===== src/hdl/utf8d_pkg.sv =====
// constants, codes and helpers shared by the utf-8 decoder files
package utf8d_pkg;

  localparam int HISTORY_DEPTH = 16;

  localparam int OP_W   = 2;
  localparam int BYTE_W = 8;
  localparam int CP_W   = 21;
  localparam int LEN_W  = 3;
  localparam int ST_W   = 3;

  // ring index and fill count widths
  localparam int IDX_W = (HISTORY_DEPTH > 1) ? $clog2(HISTORY_DEPTH) : 1;
  localparam int CNT_W = $clog2(HISTORY_DEPTH + 1);

  localparam logic [OP_W-1:0] OP_DATA  = 2'd0;
  localparam logic [OP_W-1:0] OP_UNGET = 2'd1;
  localparam logic [OP_W-1:0] OP_TAKE  = 2'd2;
  localparam logic [OP_W-1:0] OP_END   = 2'd3;

  localparam logic [ST_W-1:0] ST_DECODED  = 3'd0;
  localparam logic [ST_W-1:0] ST_REPLAYED = 3'd1;
  localparam logic [ST_W-1:0] ST_BADCONT  = 3'd2;
  localparam logic [ST_W-1:0] ST_BADLEAD  = 3'd3;
  localparam logic [ST_W-1:0] ST_TRUNC    = 3'd4;
  localparam logic [ST_W-1:0] ST_END      = 3'd5;
  localparam logic [ST_W-1:0] ST_NONE     = 3'd6;

  // encoded length from the value range
  function automatic logic [LEN_W-1:0] len_of(input logic [CP_W-1:0] cp);
    logic [LEN_W-1:0] len;
    if (cp < CP_W'(32'h80)) len = 3'd1;
    else if (cp < CP_W'(32'h800)) len = 3'd2;
    else if (cp < CP_W'(32'h10000)) len = 3'd3;
    else len = 3'd4;
    return len;
  endfunction

endpackage


===== src/hdl/utf8d_in_if.sv =====
// input channel: opcode and raw byte
interface utf8d_in_if;
  import utf8d_pkg::*;

  logic              valid;
  logic              ready;
  logic [OP_W-1:0]   opcode;
  logic [BYTE_W-1:0] byte_value;

  modport source (output valid, output opcode, output byte_value, input ready);
  modport sink   (input valid, input opcode, input byte_value, output ready);
endinterface


===== src/hdl/utf8d_out_if.sv =====
// result channel: code point, length and status
interface utf8d_out_if;
  import utf8d_pkg::*;

  logic             valid;
  logic             ready;
  logic [CP_W-1:0]  code_point;
  logic [LEN_W-1:0] byte_count;
  logic [ST_W-1:0]  status;

  modport source (output valid, output code_point, output byte_count, output status,
                  input ready);
  modport sink   (input valid, input code_point, input byte_count, input status,
                  output ready);
endinterface


===== src/hdl/utf8_decoder_with_pushback_core.sv =====
// utf-8 decoder with a replay history ring, top level
//
//  channel  dir  handshake      payload
//  cmd      in   valid/ready    opcode[1:0], byte_value[7:0]
//  res      out  valid/ready    code_point[20:0], byte_count[2:0], status[2:0]
//
// one item is accepted per cycle while cmd.ready is high; decoder and ring state update at acceptance
// a result reaches res through the middle stage and the result register: the ring read
// is registered with the middle stage, then the result register is loaded
// cmd.ready drops only while both the middle stage and the result register are full
// and res is stalled; rst (synchronous) empties both stages and clears decoder and history state
// but not the ring, whose entries are read only after they have been written
module utf8_decoder_with_pushback_core (
  input logic clk,
  input logic rst,
  utf8d_in_if.sink cmd,
  utf8d_out_if.source res
);
  import utf8d_pkg::*;

  localparam int SW = CNT_W + 1;

  // decoder and history state
  logic [CP_W-1:0]  partial_value, partial_value_next;
  logic [1:0]       bytes_remaining, bytes_remaining_next;
  logic [LEN_W-1:0] sequence_length, sequence_length_next;
  logic [IDX_W-1:0] write_index, write_index_next;
  logic [CNT_W-1:0] entries_held, entries_held_next;
  logic [CNT_W-1:0] pending_replays, pending_replays_next;

  logic [CP_W-1:0] ring [HISTORY_DEPTH];
  logic [CP_W-1:0] rd_data;
  logic [IDX_W-1:0] raddr;

  // per-item result before the ring read lands
  logic             r_valid, r_replay;
  logic [CP_W-1:0]  r_cp;
  logic [LEN_W-1:0] r_len;
  logic [ST_W-1:0]  r_status;
  logic             store;
  logic [CP_W-1:0]  store_cp;

  // middle stage
  logic             s1_valid, s1_replay;
  logic [CP_W-1:0]  s1_cp;
  logic [LEN_W-1:0] s1_len;
  logic [ST_W-1:0]  s1_status;

  // result register
  logic             out_valid;
  logic [CP_W-1:0]  out_cp;
  logic [LEN_W-1:0] out_len;
  logic [ST_W-1:0]  out_status;

  logic accept, s1_adv;

  assign s1_adv    = s1_valid && (!out_valid || res.ready);
  assign cmd.ready = !s1_valid || s1_adv;
  assign accept    = cmd.valid && cmd.ready;

  // oldest pending entry sits pending_replays places behind write_index
  always_comb begin
    logic [SW-1:0] rsum;
    rsum = SW'(write_index) + SW'(HISTORY_DEPTH) - SW'(pending_replays);
    if (rsum >= SW'(HISTORY_DEPTH)) rsum = rsum - SW'(HISTORY_DEPTH);
    raddr = rsum[IDX_W-1:0];
  end

  always_comb begin
    logic [BYTE_W-1:0] b;
    logic [CP_W-1:0]   pv;
    b  = cmd.byte_value;
    pv = {partial_value[CP_W-7:0], b[5:0]};

    partial_value_next   = partial_value;
    bytes_remaining_next = bytes_remaining;
    sequence_length_next = sequence_length;
    pending_replays_next = pending_replays;
    r_valid  = 1'b0;
    r_replay = 1'b0;
    r_cp     = '0;
    r_len    = '0;
    r_status = ST_DECODED;
    store    = 1'b0;
    store_cp = '0;

    case (cmd.opcode)
      OP_UNGET: begin
        if (pending_replays < entries_held) pending_replays_next = pending_replays + 1'b1;
      end
      OP_TAKE: begin
        r_valid = 1'b1;
        if (pending_replays == '0) begin
          r_status = ST_NONE;
        end else begin
          r_status = ST_REPLAYED;
          r_replay = 1'b1;
          pending_replays_next = pending_replays - 1'b1;
        end
      end
      OP_END: begin
        r_valid = 1'b1;
        if (bytes_remaining != 2'd0) begin
          partial_value_next   = '0;
          bytes_remaining_next = 2'd0;
          sequence_length_next = '0;
          r_status = ST_TRUNC;
        end else begin
          r_status = ST_END;
        end
      end
      OP_DATA: begin
        if (bytes_remaining == 2'd0) begin
          if (!b[7]) begin
            store    = 1'b1;
            store_cp = CP_W'(b);
            r_valid  = 1'b1;
            r_cp     = CP_W'(b);
            r_len    = 3'd1;
          end else if (b[7:5] == 3'b110) begin
            partial_value_next   = CP_W'(b[4:0]);
            bytes_remaining_next = 2'd1;
            sequence_length_next = 3'd2;
          end else if (b[7:4] == 4'b1110) begin
            partial_value_next   = CP_W'(b[3:0]);
            bytes_remaining_next = 2'd2;
            sequence_length_next = 3'd3;
          end else if (b[7:3] == 5'b11110) begin
            partial_value_next   = CP_W'(b[2:0]);
            bytes_remaining_next = 2'd3;
            sequence_length_next = 3'd4;
          end else begin
            r_valid  = 1'b1;
            r_status = ST_BADLEAD;
          end
        end else if (b[7:6] != 2'b10) begin
          partial_value_next   = '0;
          bytes_remaining_next = 2'd0;
          sequence_length_next = '0;
          r_valid  = 1'b1;
          r_status = ST_BADCONT;
        end else if (bytes_remaining == 2'd1) begin
          // last continuation closes the sequence
          partial_value_next   = '0;
          bytes_remaining_next = 2'd0;
          sequence_length_next = '0;
          store    = 1'b1;
          store_cp = pv;
          r_valid  = 1'b1;
          r_cp     = pv;
          r_len    = sequence_length;
        end else begin
          partial_value_next   = pv;
          bytes_remaining_next = bytes_remaining - 2'd1;
        end
      end
      default: begin
      end
    endcase

    write_index_next  = write_index;
    entries_held_next = entries_held;
    if (store) begin
      if (write_index == IDX_W'(HISTORY_DEPTH - 1)) write_index_next = '0;
      else write_index_next = write_index + 1'b1;
      if (entries_held < CNT_W'(HISTORY_DEPTH)) entries_held_next = entries_held + 1'b1;
    end
  end

  always_ff @(posedge clk) begin
    if (rst) begin
      partial_value   <= '0;
      bytes_remaining <= 2'd0;
      sequence_length <= '0;
      write_index     <= '0;
      entries_held    <= '0;
      pending_replays <= '0;
    end else if (accept) begin
      partial_value   <= partial_value_next;
      bytes_remaining <= bytes_remaining_next;
      sequence_length <= sequence_length_next;
      write_index     <= write_index_next;
      entries_held    <= entries_held_next;
      pending_replays <= pending_replays_next;
    end
  end

  // history ring: one write and one registered read per cycle
  always_ff @(posedge clk) begin
    if (accept && store) ring[write_index] <= store_cp;
    if (accept && r_replay) rd_data <= ring[raddr];
  end

  always_ff @(posedge clk) begin
    if (rst) begin
      s1_valid <= 1'b0;
    end else if (accept) begin
      s1_valid <= r_valid;
    end else if (s1_adv) begin
      s1_valid <= 1'b0;
    end
  end

  always_ff @(posedge clk) begin
    if (accept) begin
      s1_replay <= r_replay;
      s1_cp     <= r_cp;
      s1_len    <= r_len;
      s1_status <= r_status;
    end
  end

  always_ff @(posedge clk) begin
    if (rst) begin
      out_valid <= 1'b0;
    end else if (s1_adv) begin
      out_valid <= 1'b1;
    end else if (res.ready) begin
      out_valid <= 1'b0;
    end
  end

  always_ff @(posedge clk) begin
    if (s1_adv) begin
      out_status <= s1_status;
      if (s1_replay) begin
        out_cp  <= rd_data;
        out_len <= len_of(rd_data);
      end else begin
        out_cp  <= s1_cp;
        out_len <= s1_len;
      end
    end
  end

  assign res.valid      = out_valid;
  assign res.code_point = out_cp;
  assign res.byte_count = out_len;
  assign res.status     = out_status;

  a_pending_within_held: assert property (@(posedge clk) disable iff (rst)
    pending_replays <= entries_held)
    else $error("pending replay count above ring fill");

  a_held_bounded: assert property (@(posedge clk) disable iff (rst)
    entries_held <= CNT_W'(HISTORY_DEPTH))
    else $error("ring fill above depth");

  a_replay_has_length: assert property (@(posedge clk) disable iff (rst)
    (out_valid && out_status == ST_REPLAYED) |-> (out_len != '0))
    else $error("replayed item without a length");

  a_ready_when_empty: assert property (@(posedge clk) disable iff (rst)
    !s1_valid |-> cmd.ready)
    else $error("input stalled with an empty middle stage");

  a_stall_holds_result: assert property (@(posedge clk) disable iff (rst)
    (out_valid && !res.ready) |=> (out_valid && $stable(out_cp) && $stable(out_status)))
    else $error("stalled result changed");

endmodule

===== src/flat_wrapper.sv =====
// flat-port wrapper written by rule: the top's interface ports become plain ports
module utf8_decoder_with_pushback_core_flat import utf8d_pkg::*;
  (clk, rst, cmd_valid, cmd_opcode, cmd_byte_value, cmd_ready, res_valid, res_code_point, res_byte_count, res_status, res_ready);
  utf8d_in_if cmd_i ();
  utf8d_out_if res_i ();
  input logic clk;
  input logic rst;
  input wire logic [$bits(cmd_i.valid)-1:0] cmd_valid;
  input wire logic [$bits(cmd_i.opcode)-1:0] cmd_opcode;
  input wire logic [$bits(cmd_i.byte_value)-1:0] cmd_byte_value;
  output wire logic [$bits(cmd_i.ready)-1:0] cmd_ready;
  output wire logic [$bits(res_i.valid)-1:0] res_valid;
  output wire logic [$bits(res_i.code_point)-1:0] res_code_point;
  output wire logic [$bits(res_i.byte_count)-1:0] res_byte_count;
  output wire logic [$bits(res_i.status)-1:0] res_status;
  input wire logic [$bits(res_i.ready)-1:0] res_ready;
  assign cmd_i.valid = cmd_valid;
  assign cmd_i.opcode = cmd_opcode;
  assign cmd_i.byte_value = cmd_byte_value;
  assign cmd_ready = cmd_i.ready;
  assign res_valid = res_i.valid;
  assign res_code_point = res_i.code_point;
  assign res_byte_count = res_i.byte_count;
  assign res_status = res_i.status;
  assign res_i.ready = res_ready;
  utf8_decoder_with_pushback_core u_core (.clk(clk), .rst(rst), .cmd(cmd_i), .res(res_i));
endmodule

===== config.mk =====
export PLATFORM = sky130hd
export DESIGN_NAME = utf8_decoder_with_pushback_core_flat
export DESIGN_NICKNAME = d
export VERILOG_FILES = /design/src/hdl/utf8d_pkg.sv /design/src/hdl/utf8d_in_if.sv /design/src/hdl/utf8d_out_if.sv /design/src/hdl/utf8_decoder_with_pushback_core.sv /design/src/flat_wrapper.sv
export SDC_FILE = /design/constraint.sdc
export NUM_CORES = 1
export LEC_CHECK = 0
export BUFFER_PORTS_ARGS = -buffer_cell sky130_fd_sc_hd__buf_2
export CAP_MARGIN = 25
export CORE_AREA = 8 8 198 200
export DETAILED_ROUTE_END_ITERATION = 8
export DIE_AREA = 0 0 206 208
export GPL_ROUTABILITY_DRIVEN = 0
export HOLD_SLACK_MARGIN = 0.02
export PLACE_DENSITY = 0.63
export RECOVER_POWER = 25
export SLEW_MARGIN = 5
export SYNTH_ARGS = -nofsm -noshare
export SYNTH_HDL_FRONTEND = slang
export SYNTH_SLANG_ARGS = --single-unit

===== constraint.sdc =====
create_clock -name clk -period 6.8 [get_ports clk]
set_input_delay 0.34 -clock clk [delete_from_list [all_inputs] [get_ports clk]]
set_output_delay 0.34 -clock clk [all_outputs]
set_load 0.02 [all_outputs]

== Word-level counts from Yosys, hierarchy flattened ==
Memory sizes are Yosys's and may differ from the RTL's. A register that Yosys moved wholly into a read port is not among the register bits.
Index checks and enable logic that the tools add are counted.
Storage, ports and cells
  bits in registers: 91
  latch bits: 0
  memory bits (writable): 336
  ROM bits: 0
  bits of input ports: 14
  output and inout port bits: 29
  logic and storage cells: 142
  memories kept: 1
Cells by class
  add/subtract/negate cells: 8
  $mul: 0
  divide/modulo/power cells: 0
  $lt $le $gt $ge: 6
  eq/ne operators: 15
  shift operators: 0
  mux-type cells: 75
  bitwise operators: 0
  reduce and logical (&&, ||, !) cells: 22
Memories
  u_core.ring: depth 16, bits a word 21, rd ports 1, clocked after Yosys merged registers in 1, write ports 1, line utf8_decoder_with_pushback_core.sv:31  | logic [CP_W-1:0] ring [HISTORY_DEPTH];
Operators with widths (count)
  two-way mux 15 bit: 8
  two-way mux 21 bit: 5
  two-way mux 3 bit: 20
  one-hot mux 15 bit (2 select lines): 1
  < comparator 21 x 12 -> 1 bit, second input constant: 1
  < comparator 21 x 17 -> 1 bit, second input constant: 1
  < comparator 21 x 8 -> 1 bit, second input constant: 1
  two-way mux 1 bit: 21
  two-way mux 2 bit: 10
  adder 5 x 1 -> 5 bit, second input constant: 2
  two-way mux 5 bit: 2
  one-hot mux 5 bit (2 select lines): 1
  nonzero test 2 bit: 5
  one-hot mux 3 bit (3 select lines): 1
  equality test 4 bit, second input constant: 2
  two-way mux 4 bit: 2
  two-way mux 7 bit: 1
  adder 4 x 5 -> 6 bit, second input constant: 1
  >= comparator 6 x 5 -> 1 bit, second input constant: 1
  one-hot mux 3 bit (2 select lines): 1
  AND reduction 6 bit: 1
  subtractor 6 x 5 -> 6 bit: 1
  equality test 5 bit, second input constant: 1
  zero test 5 bit: 1
  25 further kinds: 35

== Depth between registers and ports, before layout ==
Gate-level depths: netlist of the first run.
  word-level depth: 8
  gate-level depth with buffers: 9
  depth with buffers taken out: 9

== Least setup slack after synthesis of the first run ==
OpenSTA, ideal clock, no wires.
  path kind: register to register
  from: register u_core.bytes_remaining[0]
  to: memory u_core.ring[3][0] (enable)
  setup time: 425 ps
  arrival time: 3118 ps
  data required time: 6375 ps
  path slack: 3257 ps
  stages on the path, launching flop included: 9
  buffers on the path: 2
  clock period less this slack: 3543 ps
  path through: dfxtp_1 > inv_1 > ha_1 > buf_6 > nand4bb_4 > a2111oi_4 > buf_6 > nand2_1 > nor3_1
On the way
  cells in the longest elaborated chain, start to end: 8
  elaborated cells on any way between the ends: 9
  those cells by class: eq/ne: 1; mux: 6; reduce/logical: 2
Ends and longest elaborated chain
  start: declaration: line utf8_decoder_with_pushback_core.sv:25  | logic [1:0] bytes_remaining, bytes_remaining_next;
  start signal: assignment: line utf8_decoder_with_pushback_core.sv:180  | bytes_remaining <= bytes_remaining_next;
  equality test 2 x 1 -> 1 bit: line utf8_decoder_with_pushback_core.sv:142  | end else if (bytes_remaining == 2'd1) begin
  two-way mux 1 bit: line utf8_decoder_with_pushback_core.sv:142
  two-way mux 1 bit: line utf8_decoder_with_pushback_core.sv:136  | end else if (b[7:6] != 2'b10) begin
  two-way mux 1 bit (*): line utf8_decoder_with_pushback_core.sv:113  | if (bytes_remaining == 2'd0) begin
  two-way mux 1 bit (*): line utf8_decoder_with_pushback_core.sv:87  | case (cmd.opcode)
  logical AND 1 bit (*): line utf8_decoder_with_pushback_core.sv:190  | if (accept && store) ring[write_index] <= store_cp;
  two-way mux 1 bit (*): line utf8_decoder_with_pushback_core.sv:190
  two-way mux 1 bit (implied by the code) (*): line utf8_decoder_with_pushback_core.sv:190
  end: declaration: line utf8_decoder_with_pushback_core.sv:31
Mark *: on every way between the ends. The rest lies on a longest branch, timed or not.

== Worst setup path after layout of the first run ==
  from: register u_core.out_valid, in the netlist u_core.res.valid
  to: register u_core.pending_replays[4]
On the way
  cells in the longest elaborated chain, start to end: 6
Ends and longest elaborated chain
  start: declaration: line utf8_decoder_with_pushback_core.sv:50  | logic out_valid;
  start signal: assignment: line utf8_decoder_with_pushback_core.sv:215  | out_valid <= 1'b0;
  start signal: assignment: line utf8_decoder_with_pushback_core.sv:217  | out_valid <= 1'b1;
  start signal: assignment: line utf8_decoder_with_pushback_core.sv:219  | out_valid <= 1'b0;
  zero test 1 bit: line utf8_decoder_with_pushback_core.sv:57  | assign s1_adv = s1_valid && (!out_valid || res.ready);
  logical OR 1 bit: line utf8_decoder_with_pushback_core.sv:57
  logical AND 1 bit: line utf8_decoder_with_pushback_core.sv:57
  logical OR 1 bit: line utf8_decoder_with_pushback_core.sv:58  | assign cmd.ready = !s1_valid || s1_adv;
  logical AND 1 bit: line utf8_decoder_with_pushback_core.sv:59  | assign accept = cmd.valid && cmd.ready;
  named net u_core.accept: line utf8_decoder_with_pushback_core.sv:55  | logic accept, s1_adv;
  AND reduction 4 bit (no line)
  end signal: assignment: line utf8_decoder_with_pushback_core.sv:184  | pending_replays <= pending_replays_next;
  end: declaration: line utf8_decoder_with_pushback_core.sv:29  | logic [CNT_W-1:0] pending_replays, pending_replays_next;
The timed path passes the listed nets, and every way through them passes these cells.
A chain may end at the register's enable or synchronous reset.

==> metrics, run 1 <==
status complete, but fails checks; failing checks capacitance limit, slew limit; post-synthesis mux area share 0.158; Top FF cell, synth edfxtp_1; Buf/Inv on CP 1; Critical Path, Cell by Cell and3b_1 > nor2_1 > clkbuf_1 > o2111ai_2 > or3_1 > a21oi_1; Yosys reg bits ~450; Layout area overhead 13.1%; Core ar. 36,100 sq um; LEAKAGE about 6.7 nW; Syn Inst Count approximately 940; worst slack, placed about 3000 ps; crit end category flop; FMAX roughly 250 MHz; r2r setup slk 2770 ps; Setup WS post-layout 2770 ps; final setup vio count 0; GRT overflow 0; clk_lat worst skew 550 ps; WHS Endpoint u_core.partial_value[2]$_SDFFE_PP0P_; Post-Syn Area 17,800 sq um; Post-synth EDFFs 412; commonest non-fill, non-tap cell in the layout edfxtp_1; # clock sinks 448; drt total wl 37.5 mm; Clock transition at path regs 60 ps; Synth warnings 0; combinational family with the most area after synthesis multiplexers; min Tclk post-route 4030 ps; Avg WL per Cell 24.7 um; diode count 0; H-Tree Depth 2; pin count of the biggest net entering global routing 48; clock root buffer master clkbuf_16; crit path max fanout 20; Worst-Margin Slew 1970 ps; P per Cell Area about 300 nW/um^2; number of clock buffers inserted by TritonCTS 46; unrepaired setup endpoints after global routing no; Hold Path Depth 3; global-route wire length before repair 56.0 mm; hold_sp cmd_byte_value[2]; fillers 2,803; Worst R2R Path Depth 6; TritonCTS clock tree done; CP peak stage delay 1230 ps; global-route usage over all layers 0.176; IR drop worst, VDD 0.190 mV; post_cts resized 0; layout cells sized above 1 0.216; postcts setup bufs 0; Post-Synth Simple-Gate Area 0.0419; post-synth cell types 52; top-level I/O count 43; period utilisation layout 0.593; via count 8,731; nets 1,049; sequential share of the synthesized area 0.737; clk_skew 17.1 ps; syn nets ~1,000; Setup crit start kind flop; DRT iter0 DRCs 678; Post-Synth Adder-Cell Area 0.0170; Final Hold Viols 0; drt pass-1 iters 5; Avg Cell Area, Syn 19.0 sq um; Clock Path Buffers 3; height of the die 208 um; DIE AREA about 43,000 sq um; Reg-to-Reg Start u_core.res.valid$_SDFFE_PP0P_; Worst Path Arrival 4500 ps; CP delay by family, top simple AND/OR/NAND/NOR gates; critical path data required time 7270 ps; Pins Over Slew Limit 94; post-synthesis compound-gate area fraction 0.0248; Port Buffers 42; Worst Hold Class in2reg; Crit Path Class reg2reg; vias in the first global route 8,634; asr flop ratio synth 0; cts hold-fix bufs 0; Worst slew margin -0.312; FF-to-FF End u_core.pending_replays[4]$_SDFFE_PP0P_; # DRC 0; MaxCap Viol Count 4; Worst path slowest cell clkbuf_1; hpwl dp 20.8 mm; Initial Utilization 0.493; initial antenna violation count 1; Post-Synth XOR/XNOR Area 0.00542; total negative slack 0 ps; highest-count cells in the layout ignoring fill and taps edfxtp_1, mux4_2, mux2i_1, clkbuf_16, clkbuf_1; vias per inst 5.76; antenna violation net count after detailed routing 0; Rows 70; Die Width roughly 200 um
[flip-flops by register name, summed over array words and instances, names as in the netlist, 4 cells and up]
| name | count |
|---|---|
| u_core.pending_replays | 5 |
| u_core.partial_value | 15 |
| u_core.res.code_point | 21 |
| u_core.s1_cp | 21 |
| u_core.ring | 336 |
| u_core.rd_data | 21 |
| u_core.write_index | 4 |
| u_core.entries_held | 5 |
[per-stage QoR]
step	std cells	hold WS, ps	instance area (sq um)	util	total power, mW
floorplan	937	400	17800	-	3.47
global placement	1430	401	18700	0.518	3.59
detailed placement	1430	419	18700	0.518	3.60
CTS	1515	63.4	20200	0.560	6.07
global route	1517	62.5	20100	0.557	6.21
finish	1517	82.2	20100	0.557	6.01
[Yosys cell counts, drive strengths merged (2+ instances only)]
cell type  count  area [sq um]
xnor2          9          78.8
buf           14          81.3
mux2          21           236
or4            3          22.5
nand2         39           146
o21a           3          22.5
xor2           2          17.5
nand3         19          95.1
dfxtp         36           721
o21ai          9          45.0
inv           26          97.6
nand4          2          12.5
and2          17           106
a31oi          4          31.3
mux4          84          1890
o211a          3          30.0
nor4           3          25.0
and3           9          56.3
nor3           7          35.0
mux2i         68           681
o22ai          2          12.5
nor2          32           120
ha            21           263
a21oi         32           160
clkbuf        29           109
or3            4          25.0
edfxtp       412         12400
o2111ai        2          23.8
nand2b         5          31.3
a21o           2          15.0
fa             2          40.0
[tightest hold or removal path: stages]
cell and delay (ps):
buf_2 120, nand3_1 60, a21oi_1 60
[worst max path at each step]
stage                                                 startpoint                                     end  cells after the start
after floorplan           u_core.bytes_remaining[0]$_SDFFE_PP0P_             u_core.ring[3][0]$_DFFE_PP_                      8
after global placement        u_core.write_index[0]$_SDFFE_PP0P_             u_core.rd_data[3]$_DFFE_PP_                      7
after detailed placement      u_core.write_index[0]$_SDFFE_PP0P_             u_core.rd_data[3]$_DFFE_PP_                      7
after CTS                     u_core.write_index[0]$_SDFFE_PP0P_             u_core.rd_data[3]$_DFFE_PP_                      7
after global routing               u_core.res.valid$_SDFFE_PP0P_  u_core.pending_replays[4]$_SDFFE_PP0P_                      6
final                              u_core.res.valid$_SDFFE_PP0P_  u_core.pending_replays[4]$_SDFFE_PP0P_                      6
[power breakdown]
group	switching (mW)	leakage [nW]	internal [mW]
Sequential	0.0139	4.12	3.02
Clock	1.01	0.736	1.47
Combinational	0.269	1.89	0.224
[cells by family (layout without fill, tap and decap cells)]
family	after synthesis	in the layout
flip-flops	448	448
multiplexers	173	173
AND/OR/NAND/NOR	146	146
buffers and inverters	69	181
AO/OA/AOI/OAI	67	67
adder cells (fa/ha/maj)	23	23
XOR/XNOR	11	11
[metal layers]
layer | up-vias | wire, um | share of wire | global-route usage
met5 | - | 0 | 0 | 0
met1 | 4573 | 16600 | 0.44 | 0.254
li1 | 3880 | - | - | -
met3 | 41 | 2390 | 0.064 | 0.0312
met2 | 237 | 18000 | 0.48 | 0.278
met4 | 0 | 519 | 0.014 | 0.0382
[area by class of cell]
| cell class | count | area, sq um | area share |
|---|---|---|---|
| well taps | 468 | 586 | 0.0291 |
| flip-flops and latches | 448 | 13100 | 0.651 |
| clock inverters | 27 | 235 | 0.0117 |
| inverters | 26 | 97.6 | 0.00485 |
| multi-input cells | 420 | 4460 | 0.222 |
| clock buffers | 58 | 1270 | 0.0632 |
| repair buffers | 70 | 362 | 0.0180 |
No activity file was read; power rests on OpenSTA's default activity.
==> run 2: changes to the inputs <==
--- a/config.mk
+++ b/config.mk
@@ -5,14 +5,15 @@
 export SDC_FILE = /design/constraint.sdc
 export NUM_CORES = 1
 export LEC_CHECK = 0
+export ABC_AREA = 1
 export BUFFER_PORTS_ARGS = -buffer_cell sky130_fd_sc_hd__buf_2
 export CAP_MARGIN = 25
-export CORE_AREA = 8 8 198 200
+export CORE_AREA = 8 8 203 205
 export DETAILED_ROUTE_END_ITERATION = 8
-export DIE_AREA = 0 0 206 208
+export DIE_AREA = 0 0 211 213
 export GPL_ROUTABILITY_DRIVEN = 0
 export HOLD_SLACK_MARGIN = 0.02
-export PLACE_DENSITY = 0.63
+export PLACE_DENSITY = 0.64
 export RECOVER_POWER = 25
 export SLEW_MARGIN = 5
 export SYNTH_ARGS = -nofsm -noshare
==> constraint.sdc (replaced) <==
create_clock -name clk -period 3.8 [get_ports clk]
set_input_delay 0.19 -clock clk [delete_from_list [all_inputs] [get_ports clk]]
set_output_delay 0.19 -clock clk [all_outputs]
set_load 0.02 [all_outputs]
==> run 2 against run 1 <==
- the flow still finishes with violations (capacitance limit, slew limit)
- sequential share of layout area down 3.1 points
- sequential cell count is the same
- die area increased by 4.9%
- worst hold slack got worse by 31 ps
- combinational power grew to 3.4 times the previous value
- wire length is 19% higher
- clock power increased by 68%
- via count up 41%
- register-to-register slack lost 2100 ps
- sequential power up 81%
- synthesized area is 5.6% higher
- highest routed layer unchanged
==> metrics, run 2 <==
Avg Cell Area, Syn 10.9 sq um (-42%); Critical Path, Cell by Cell inv_1 > ha_1 > nor2_1 > nand3_4 > nand2_1 > nand2_4 > inv_6 > nand2_1 > nor3_4 > buf_12; largest area contributor in the netlist edfxtp_1; Syn Inst Count 1,715 (+83%); Yosys top cell area share 0.659 (-0.0371); Setup crit start kind flop; Buf/Inv on CP 3 (+2); CP delay by family, top simple AND/OR/NAND/NOR gates; Die Width 211 um (+2.4%); layout cells sized above 1 0.0841 (-0.132); post_cts resized 0 (unchanged); most frequent cell after synthesis edfxtp_1; Worst-Margin Slew 2010 ps (+43.1 ps); r2r setup slk 670 ps (-2100 ps); antenna violation net count after detailed routing 0 (unchanged); height of the die 213 um (+2.4%); LEAKAGE 8.02 nW (+19%); Core ar. 38,100 sq um (+5.6%); Initial Utilization 0.493 (about the same); worst slack, placed 835 ps (-2250 ps); clk_lat worst skew 550 ps (about the same); Avg WL per Cell 19.1 um (-23%); vias per inst 5.27 (-8.4%); DIE AREA 44,900 sq um (+4.9%); critical path data required time 4040 ps (-3230 ps); # DRC 0 (unchanged); Setup WS post-layout 671 ps (-2100 ps); Crit Path Class reg2reg; final setup vio count 0 (unchanged); via count 12,300 (+41%); Worst Hold Class in2reg; initial antenna violation count 0 (-1); sequential share of the synthesized area 0.697 (-0.0392); Port Buffers 42 (unchanged); global-route wire length before repair 68.7 mm (+23%); crit path max fanout 19 (-5.0%); highest-count cells in the layout ignoring fill and taps edfxtp_1, nor2_1, nand2_1, o21ai_0, inv_1; number of clock buffers inserted by TritonCTS 46 (unchanged); Worst Path Arrival 3370 ps (-1130 ps); cts hold-fix bufs 7 (+7); status complete, but fails checks; FMAX 320 MHz (+29%); Pins Over Slew Limit 80 (-15%); Worst path depth 10 (+4); CP most frequent cell nand2_1; MaxCap Viol Count 3 (-1); unrepaired setup endpoints after global routing no; CP peak stage delay 550 ps (-680 ps); H-Tree Depth 2 (unchanged); Worst R2R Path Depth 10 (+4); Worst path slowest cell nor3_4; clock root buffer master clkbuf_16; Rows 72 (+2.9%); hpwl dp 25.2 mm (+21%); Post-synth EDFFs 412 (unchanged); post-synth cell types 39 (-25%); vias in the first global route 12,200 (+42%); Worst slew margin -0.341 (-0.0287); GRT overflow 0 (unchanged); IR drop worst, VDD 0.318 mV (+68%); asr flop ratio synth 0 (unchanged); min Tclk post-route 3130 ps (-903 ps); P per Cell Area 538 nW/um^2 (+80%); Yosys reg bits 448 (unchanged); max reg flops 336 (unchanged); fillers 3,257 (+16%); drt total wl 44.6 mm (+19%); most flop-heavy register u_core.ring; Layout area overhead 12.5%; DRT iter0 DRCs 1,043 (+54%); Top FF cell, synth edfxtp_1; Synth warnings 0 (unchanged); commonest non-fill, non-tap cell in the layout edfxtp_1; Hold WS 51.6 ps (-30.6 ps); Final Hold Viols 0 (unchanged); largest cells by area after synthesis edfxtp_1, nor2_1, o21ai_0; TritonCTS clock tree done; syn nets 1,752 (+80%); drt pass-1 iters 5 (unchanged); crit end category flop; Hold Path Depth 5 (+2); clk_skew 18.8 ps (+1.78 ps); diode count 0 (unchanged); global-route usage over all layers 0.198 (+0.0221); # clock sinks 448 (unchanged); pin count of the biggest net entering global routing 169 (+250%); top-level I/O count 43 (unchanged); overall power 11.4 mW (+89%); Clock transition at path regs 60 ps (about the same); Post-Syn Area 18,800 sq um (+5.6%); Clock Path Buffers 3 (unchanged); failing checks capacitance limit, slew limit; synth cell count leaders edfxtp_1, nor2_1, nand2_1; period utilisation layout 0.823 (+0.230); postcts setup bufs 0 (unchanged); nets 1,821 (+74%); total negative slack 0 ps (unchanged)
## run 2: per-layer routing
layer	up-vias	track usage	wire, um
li1	5931	-	-
met1	5988	0.258	19400
met2	334	0.350	22000
met3	65	0.0250	2340
met4	0	0.0461	877
met5	-	0	0
## run 2: worst min-delay path, stage by stage
cell,delay (ps)
buf_2,110
inv_1,80
a21oi_1,50
nand2_1,60
a21oi_1,50
## run 2: kinds of logic (layout without fill, tap and decap cells)
logic type,after synthesis,in the layout,share of synthesized area
adder cells (fa/ha/maj),23,23,0.0161
AO/OA/AOI/OAI,305,305,0.0816
AND/OR/NAND/NOR,732,732,0.154
flip-flops,448,448,0.697
XOR/XNOR,10,10,0.00466
buffers and inverters,197,301,0.0467
## run 2: area by class of cell
cell class,count,area (sq um),area share
clock buffer,61,1260,0.0596
sequential,448,13100,0.620
clock inverter,22,138,0.00652
tap,518,648,0.0307
timing repair buffer,103,677,0.0320
inverter,115,439,0.0208
multi-input combinational,1070,4870,0.231
## run 2: worst paths after layout
path,from,endpoint
worst max register to register,u_core.bytes_remaining[0]$_SDFFE_PP0P_,u_core.ring[7][20]$_DFFE_PP_
worst min register to register,u_core.s1_status[2]$_DFFE_PP_,u_core.res.status[2]$_DFFE_PP_
worst min-delay path,cmd_byte_value[3],u_core.partial_value[3]$_SDFFE_PP0P_
worst max-delay path,u_core.bytes_remaining[0]$_SDFFE_PP0P_,u_core.ring[7][20]$_DFFE_PP_
## run 2: report_power, final
| part | total (mW) | internal, mW | leakage [nW] | switching (mW) |
|---|---|---|---|---|
| Sequential | 5.49 | 5.45 | 4.36 | 0.0425 |
| Clock | 4.19 | 2.40 | 0.683 | 1.80 |
| Combinational | 1.68 | 0.540 | 2.98 | 1.14 |
## run 2: per-stage QoR
stage               instances  instance area (sq um)  utilization
floorplan                1715                  18800            -
global placement         2244                  19700        0.518
detailed placement       2244                  19700        0.518
CTS                      2334                  21200        0.556
global route             2337                  21100        0.554
finish                   2337                  21100        0.554
